### config.mk
export PLATFORM = sky130hd
export DESIGN_NAME = mne_ctl
export DESIGN_NICKNAME = d
export VERILOG_FILES = /design/src/hw/rtl/mne_pkg.sv /design/src/hw/rtl/mne_ctl.sv
export SDC_FILE = /design/constraint.sdc
export NUM_CORES = 1
export LEC_CHECK = 0
export BUFFER_PORTS_ARGS = -buffer_cell sky130_fd_sc_hd__buf_2
export CAP_MARGIN = 15
export CORE_AREA = 2 2 42 44
export CTS_CLUSTER_DIAMETER = 200
export DETAILED_ROUTE_END_ITERATION = 12
export DIE_AREA = 0 0 44 46
export PLACE_DENSITY = 0.76
export RECOVER_POWER = 25
export SETUP_SLACK_MARGIN = 0.1
export SLEW_MARGIN = 10
export SYNTH_ARGS = -nofsm -noshare
export SYNTH_HDL_FRONTEND = slang
export SYNTH_SLANG_ARGS = --single-unit
### constraint.sdc
create_clock -name clk -period 2.29 [get_ports clk]
set_input_delay 0.229 -clock clk [delete_from_list [all_inputs] [get_ports clk]]
set_output_delay 0.229 -clock clk [all_outputs]
set_load 0.01 [all_outputs]
### src/hw/rtl/mne_pkg.sv
// shared types, constants and codes of the mesh normal engine
package mne_pkg;

  localparam int MAX_VERTICES = 1024;
  localparam int ADDR_W       = $clog2(MAX_VERTICES);
  localparam int IDX_W        = 10;
  localparam int POS_W        = 24;
  localparam int SUM_W        = 32;
  localparam int NRM_W        = 16;
  localparam int CRS_W        = 52;
  localparam int MAG_W        = CRS_W - 1;
  localparam int Q_W          = 30;
  localparam int SQ_W         = 62;
  localparam int ROOT_W       = 64;
  localparam int LEN_W        = 31;
  localparam int DIV_W        = Q_W + 15;
  localparam int QUO_W        = 15;
  localparam int CNT_W        = 6;

  typedef enum logic [1:0] {
    ACT_LOAD  = 2'd0,
    ACT_FACE  = 2'd1,
    ACT_CLEAR = 2'd2,
    ACT_READ  = 2'd3
  } action_t;

  typedef enum logic {
    KIND_FACE   = 1'b0,
    KIND_VERTEX = 1'b1
  } kind_t;

  typedef struct packed {
    logic [1:0]              action;
    logic [IDX_W-1:0]        vertex_index;
    logic signed [POS_W-1:0] coord_x;
    logic signed [POS_W-1:0] coord_y;
    logic signed [POS_W-1:0] coord_z;
    logic [IDX_W-1:0]        corner_a;
    logic [IDX_W-1:0]        corner_b;
    logic [IDX_W-1:0]        corner_c;
  } in_item_t;

  typedef struct packed {
    logic                    kind;
    logic [IDX_W-1:0]        result_index;
    logic signed [NRM_W-1:0] normal_x;
    logic signed [NRM_W-1:0] normal_y;
    logic signed [NRM_W-1:0] normal_z;
    logic                    degenerate;
  } out_item_t;

  typedef enum logic [4:0] {
    ST_CLR, ST_IDLE, ST_DECODE, ST_LOAD, ST_RD_A, ST_RD_B, ST_RD_C, ST_RD_W,
    ST_EDGE, ST_MUL, ST_ABS, ST_SHIFT, ST_SQ, ST_ROOT, ST_DIV, ST_EMIT,
    ST_SRD, ST_SCAP, ST_SUM_RD, ST_SUM_WR
  } state_t;

  typedef enum logic [4:0] {
    OP_NONE, OP_CLR, OP_IDLE, OP_LOAD, OP_RD_A, OP_RD_B, OP_RD_C, OP_RD_W,
    OP_EDGE, OP_MUL, OP_ABS, OP_SHIFT, OP_SQ, OP_ROOT, OP_DIV, OP_EMIT,
    OP_SRD, OP_SCAP, OP_SUM_RD, OP_SUM_WR
  } op_t;

  typedef struct packed {
    op_t  op;
    logic cnt_clr;
    logic cnt_inc;
  } cmd_t;

  typedef struct packed {
    logic             in_valid;
    logic [1:0]       action;
    logic [CNT_W-1:0] cnt;
    logic             big;
    logic             zero_sq;
    logic             clr_last;
    logic             out_free;
  } status_t;

endpackage

### src/hw/rtl/mne_ctl.sv
// sequencer of the mesh normal engine
module mne_ctl (
  input  logic             clk,
  input  logic             rst,
  input  mne_pkg::status_t status,
  output mne_pkg::cmd_t    cmd
);
  import mne_pkg::*;

  state_t state, state_next;

  // state register, reset starts the clearing pass
  always_ff @(posedge clk) begin
    if (rst) begin
      state <= ST_CLR;
    end else begin
      state <= state_next;
    end
  end

  // next state and commands
  always_comb begin
    state_next  = state;
    cmd.op      = OP_NONE;
    cmd.cnt_clr = 1'b0;
    cmd.cnt_inc = 1'b0;
    unique case (state)
      ST_CLR: begin
        cmd.op = OP_CLR;
        if (status.clr_last) state_next = ST_IDLE;
      end
      ST_IDLE: begin
        cmd.op = OP_IDLE;
        if (status.in_valid) state_next = ST_DECODE;
      end
      ST_DECODE: begin
        cmd.cnt_clr = 1'b1;
        unique case (action_t'(status.action))
          ACT_LOAD:  state_next = ST_LOAD;
          ACT_FACE:  state_next = ST_RD_A;
          ACT_CLEAR: state_next = ST_CLR;
          ACT_READ:  state_next = ST_SRD;
        endcase
      end
      ST_LOAD: begin
        cmd.op     = OP_LOAD;
        state_next = ST_IDLE;
      end
      ST_RD_A: begin
        cmd.op     = OP_RD_A;
        state_next = ST_RD_B;
      end
      ST_RD_B: begin
        cmd.op     = OP_RD_B;
        state_next = ST_RD_C;
      end
      ST_RD_C: begin
        cmd.op     = OP_RD_C;
        state_next = ST_RD_W;
      end
      ST_RD_W: begin
        cmd.op     = OP_RD_W;
        state_next = ST_EDGE;
      end
      ST_EDGE: begin
        cmd.op      = OP_EDGE;
        cmd.cnt_clr = 1'b1;
        state_next  = ST_MUL;
      end
      ST_MUL: begin
        cmd.op      = OP_MUL;
        cmd.cnt_inc = 1'b1;
        if (status.cnt == CNT_W'(6)) state_next = ST_ABS;
      end
      ST_ABS: begin
        cmd.op     = OP_ABS;
        state_next = ST_SHIFT;
      end
      ST_SHIFT: begin
        cmd.op      = OP_SHIFT;
        cmd.cnt_clr = 1'b1;
        if (!status.big) state_next = ST_SQ;
      end
      ST_SQ: begin
        cmd.op = OP_SQ;
        if (status.cnt == CNT_W'(3)) begin
          cmd.cnt_clr = 1'b1;
          state_next  = ST_ROOT;
        end else begin
          cmd.cnt_inc = 1'b1;
        end
      end
      ST_ROOT: begin
        cmd.op = OP_ROOT;
        if (status.zero_sq) begin
          state_next = ST_EMIT;
        end else if (status.cnt == CNT_W'(31)) begin
          cmd.cnt_clr = 1'b1;
          state_next  = ST_DIV;
        end else begin
          cmd.cnt_inc = 1'b1;
        end
      end
      ST_DIV: begin
        cmd.op      = OP_DIV;
        cmd.cnt_inc = 1'b1;
        if (status.cnt == CNT_W'(47)) state_next = ST_EMIT;
      end
      ST_EMIT: begin
        cmd.op      = OP_EMIT;
        cmd.cnt_clr = 1'b1;
        if (status.out_free) begin
          state_next = (action_t'(status.action) == ACT_FACE) ? ST_SUM_RD : ST_IDLE;
        end
      end
      ST_SRD: begin
        cmd.op     = OP_SRD;
        state_next = ST_SCAP;
      end
      ST_SCAP: begin
        cmd.op     = OP_SCAP;
        state_next = ST_ABS;
      end
      ST_SUM_RD: begin
        cmd.op     = OP_SUM_RD;
        state_next = ST_SUM_WR;
      end
      ST_SUM_WR: begin
        cmd.op = OP_SUM_WR;
        if (status.cnt == CNT_W'(2)) begin
          state_next = ST_IDLE;
        end else begin
          cmd.cnt_inc = 1'b1;
          state_next  = ST_SUM_RD;
        end
      end
      default: state_next = ST_IDLE;
    endcase
  end
endmodule

## Word level (Yosys, flattened, before mapping)

Index checks and enable logic that the tools add are counted.

| word-level totals | value |
|---|---|
| register bits after elaboration | 5 |
| bits in latches | 0 |
| bits in writable memories | 0 |
| memory bits (read-only) | 0 |
| input port bits | 15 |
| output and inout port bits | 7 |
| word-level logic and storage cells | 63 |
| memories kept | 0 |

| operators by class | value |
|---|---|
| add/subtract/negate cells | 0 |
| $mul | 0 |
| divide/modulo/power cells | 0 |
| magnitude comparators | 0 |
| equal/unequal tests | 35 |
| shifts and indexed selects | 0 |
| muxes and demuxes | 22 |
| bitwise operators | 0 |
| reduce and logical (&&, ||, !) cells | 5 |

Operator list:

| cell | count |
|---|---|
| $pmux 5 s19 | 2 |
| $mux 5 | 11 |
| $eq 5x4->1 const B | 8 |
| $eq 5x3->1 const B | 4 |
| $eq 5x5->1 const B | 4 |
| $pmux 5 s4 | 1 |
| $ne 2x2->1 const B | 7 |
| $eq 6x2->1 const B | 2 |
| $eq 5x2->1 const B | 2 |
| $reduce_and 8->1 | 1 |
| $eq 6x3->1 const B | 1 |
| $eq 6x5->1 const B | 1 |
| $eq 6x6->1 const B | 1 |
| $eq 5x1->1 const B | 1 |
| $logic_not 5->1 | 1 |
| $mux 1 | 5 |
| $eq 2x2->1 const B | 2 |
| $pmux 1 s4 | 1 |
| $reduce_or 4->1 | 1 |
| $ne 3x3->1 const B | 1 |
| $pmux 1 s3 | 1 |
| $eq 2x1->1 const B | 1 |
| $logic_not 2->1 | 1 |
| $mux 2 | 1 |
| $reduce_or 2->1 | 1 |

## Logic depth before layout (Yosys ltp)

| logic depth | value |
|---|---|
| depth after elaboration | 4 |
| depth in mapped cells | 7 |
| gate-level depth less buffers | 5 |

## Worst setup path after synthesis

Ideal clock, no wire load.

| path | value |
|---|---|
| path kind | reg2reg |
| start | reg state[3] |
| end | reg state[0] |
| setup time | 135 ps |
| arrival | 1,596 ps |
| path slack | 559 ps |
| stages on the path, launching flop included | 8 |
| buffers on the path | 2 |
| cell sequence | dfxtp_1 -> buf_6 -> or2_1 -> buf_6 -> or4_4 -> and4_4 -> nand2_1 -> o41ai_1 |

| on the way | value |
|---|---|
| cells in the longest elaborated chain, start to end | 3 |
| elaborated cells between the ends (all ways) | 29 |

RTL lines:

| what | RTL line | RTL |
|---|---|---|
| start: declaration | mne_ctl.sv:10 | `state_t state, state_next;` |
| start signal: assignment | mne_ctl.sv:17 | `state <= state_next;` |
| $eq 5x4->1, or another cell as far along | mne_ctl.sv:27 | `unique case (state)` |
| $ne 3x3->1 (no line) / $ne 2x2->1 (equally long branches) | -- |  |
| $reduce_and 8->1 (no line) | -- |  |

Parallel ways exist; a longest one is shown, timed or not.
A chain may end at the register's enable or synchronous reset.

==> impl_metrics.yaml <==
run_status:
  outcome: "completed"
setup_path:
  crit_path_cell_trace: "and3b_1, nor3b_2, a32oi_2, o211ai_1, buf_2"
  cpLargestDelayFamily: "simple AND/OR/NAND/NOR gates"
  rrSetupSlack_ns: 0.36
  crit_type: "reg2out"
  cp_num_buf_inv: 1
  cp.required_ns: 2.06
  slowest_delay_ns: 0.45
  slowest_stage: "dfxtp_1"
  cp_max_fo: 9
  critPathArrivalTime_ns: 1.82
  cp-start-kind: "flip-flop"
  end_kind: "output pin"
grt:
  grt_pass1_wl_um: 3346
  overflow: 0
  antenna_found_initial: 0
  grt_max_degree: 19
  grt_pass1_vias: 748
  grt_usage_pct: 21.86
final_layout:
  nets: 138
  fin_util_pct: 53.33
  final_common_cell: "buf_2"
  fillCellCount: 153
  final_cell_mix: "buf_2, nor2_1, nand2_1"
  syn2layout_area_growth_pct: 14.67
  regMostFlops: "state"
  top_regs: "state x5"
  multiInputGateArea_um2: 571.8
  drive_gt1_share_pct: 29.51
  seqCellArea_um2: 101.3
  diodes: 0
  finish.instance_area_um2: 860.8
  largest_reg_flops: 5
pwr:
  p_per_area_nw_per_um2: 861.0
  leakagePower_nw: 0.3342
  peakVddDrop_v: 0.0005206
placed_design:
  globalplace.congestion: 0.8736
  numPortBuffers: 21
  pre_cts_slack_ns: 0.3427
  place_area_um2: 834.6
  hpwlAfterDp_um: 1467
detailed_routing:
  wire_per_inst_um: 14.06
  drc_errors: 0
  wirelength_um: 1955
  vias: 908
  vias_per_cell: 6.532
  drt_pass1_iterations: 4
  drt_iter0_drc: 22
  ant_nets: 0
synthesis:
  synth-edff-count: 0
  synthAdderAreaFrac_pct: 0
  yosys_warnings: 0
  syn_area_um2: 750.7
  synth-compound-area-share_pct: 35.50
  muxShareOfSynthArea_pct: 2.833
  ys_ff_latch: 5
  yosys.area_share.simple_pct: 37.17
  ys_types: 47
  synth_top_family_by_area: "simple AND/OR/NAND/NOR gates"
  async_flop_share_pct: 0
  synth_ff_type: "dfxtp_1"
  synth.avg_cell_area_um2: 7.218
  ys_seq_area_share_pct: 13.33
  synthXorXnorAreaFrac_pct: 0
  postSynthCellCount: 104
  syn-num-nets: 119
clocking:
  clk_pin_slew_worst_paths_ns: 0.05
  cts_buffer_depth: 2
  cts-hold-fix-buffers: 0
  numCtsBuffers: 3
  root_buffer: "clkbuf_4"
  clock_latency_ns: 0.25
  postCtsSetupBuffers: 0
  cts_tree: "yes"
  htree_levels: 1
  cts.sinks: 5
sta:
  post-route-min-period_ns: 2.049
  finalSetupTns_ns: 0
  whs_ns: 0.1927
  period_share_pct: 89.47
  slew_headroom_pct: 70.29
  finalHoldViolations: 0
  fmax_mhz: 488.1
  worst_pin_slew_ns: 0.4451
  finalClockSkew_ns: 0.005621
  rsz0062_at_grt: "no"
  drv_slew: 0
  setup_viol_count_final: 0
  setup_slack_ns: 0.2411
job:
  maxCapViolations: 0
floorplanning:
  io_pins: 22
  die_y_um: 46
  die-area_um2: 2024
  core-area_um2: 1614
  rows: 15
  dieWidth_um: 44
  start_util_pct: 46.51
hold_path:
  hp-class: "in2reg"
==> through the flow <==
| step | instances | power [W] |
|---|---|---|
| 2_1_floorplan | 104 | 0.0005397 |
| 3_3_place_gp | 135 | 0.0006243 |
| 3_5_place_dp | 135 | 0.0006266 |
| 4_1_cts | 139 | 0.0007399 |
| 5_1_grt | 139 | 0.0007995 |
| 6_report | 139 | 0.0007412 |
==> worst reg2reg max path: stages, from the launching register on <==
cell and delay [ns]:
dfxtp_1 0.49, and3b_1 0.32, nor3b_2 0.22, a32o_1 0.24, o311ai_0 0.40, o41ai_1 0.13
==> cell type report <==
type / count / share of cell area [%]
Sequential cell: 5 / 11.77
Inverter: 5 / 2.180
Timing Repair Buffer: 24 / 14.10
Tap cell: 17 / 2.471
Clock buffer: 4 / 3.052
Multi-Input combinational cell: 84 / 66.42
==> per-layer routing <==
| metal | GRT usage, % | vias to the layer above | part of all wire, % |
|---|---|---|---|
| met5 | 0 | - | 0 |
| met4 | 4.848 | 0 | 0.41 |
| met3 | 3.968 | 2 | 5.7 |
| met2 | 35.00 | 25 | 48 |
| met1 | 30.35 | 441 | 46 |
| li1 | - | 440 | - |
==> synthesized netlist by cell type (2+ instances only) <==
cell      instances  share of area [%]
clkbuf_1          4                2.0
a32oi_1           2                2.3
nor2_1           10                5.0
nand2b_1          2                1.7
a31oi_1           3                2.5
nand2_1           9                4.5
o21ai_0           6                4.0
or3b_1            2                2.3
or2_1             2                1.7
dfxtp_1           5                 13
inv_1             5                2.5
buf_6             2                3.0
o41ai_1           2                2.3
a211oi_1          2                2.0
o211ai_1          3                3.0
a21oi_1           5                3.3
nand4_1           4                3.3
o22ai_1           3                2.5
buf_4             3                3.0
nand3_1           3                2.0
==> power breakdown <==
part,internal (W),total (W),switching (W),leakage (nW)
clock network,0.0000663,0.000109,0.0000424,0.0150
logic,0.000211,0.000470,0.000260,0.278
registers,0.000110,0.000162,0.0000524,0.0414
total,0.000387,0.000741,0.000354,0.334
==> logic make-up after synthesis <==
logic type / count (synthesis)
AND/OR/NAND/NOR: 46
AO/OA/AOI/OAI: 36
buffers and inverters: 15
flip-flops: 5
multiplexers: 2
==> repair_timing <==
action,4_1_cts,5_1_grt
endpoints found under the setup margin,1,2
hold endpoints to repair,0,0
resized for setup,1,1
cloned,0,0
==> path summary, 6_finish.rpt <==
kind | start | end | depth (start not counted)
hold reg to reg | state[2] | state[2] | 2
setup / recovery | state[3] | cmd[0] | 5
setup reg to reg | state[4] | state[0] | 5
hold / removal | rst | state[4] | 2
Power figures use the tool's default switching activity.
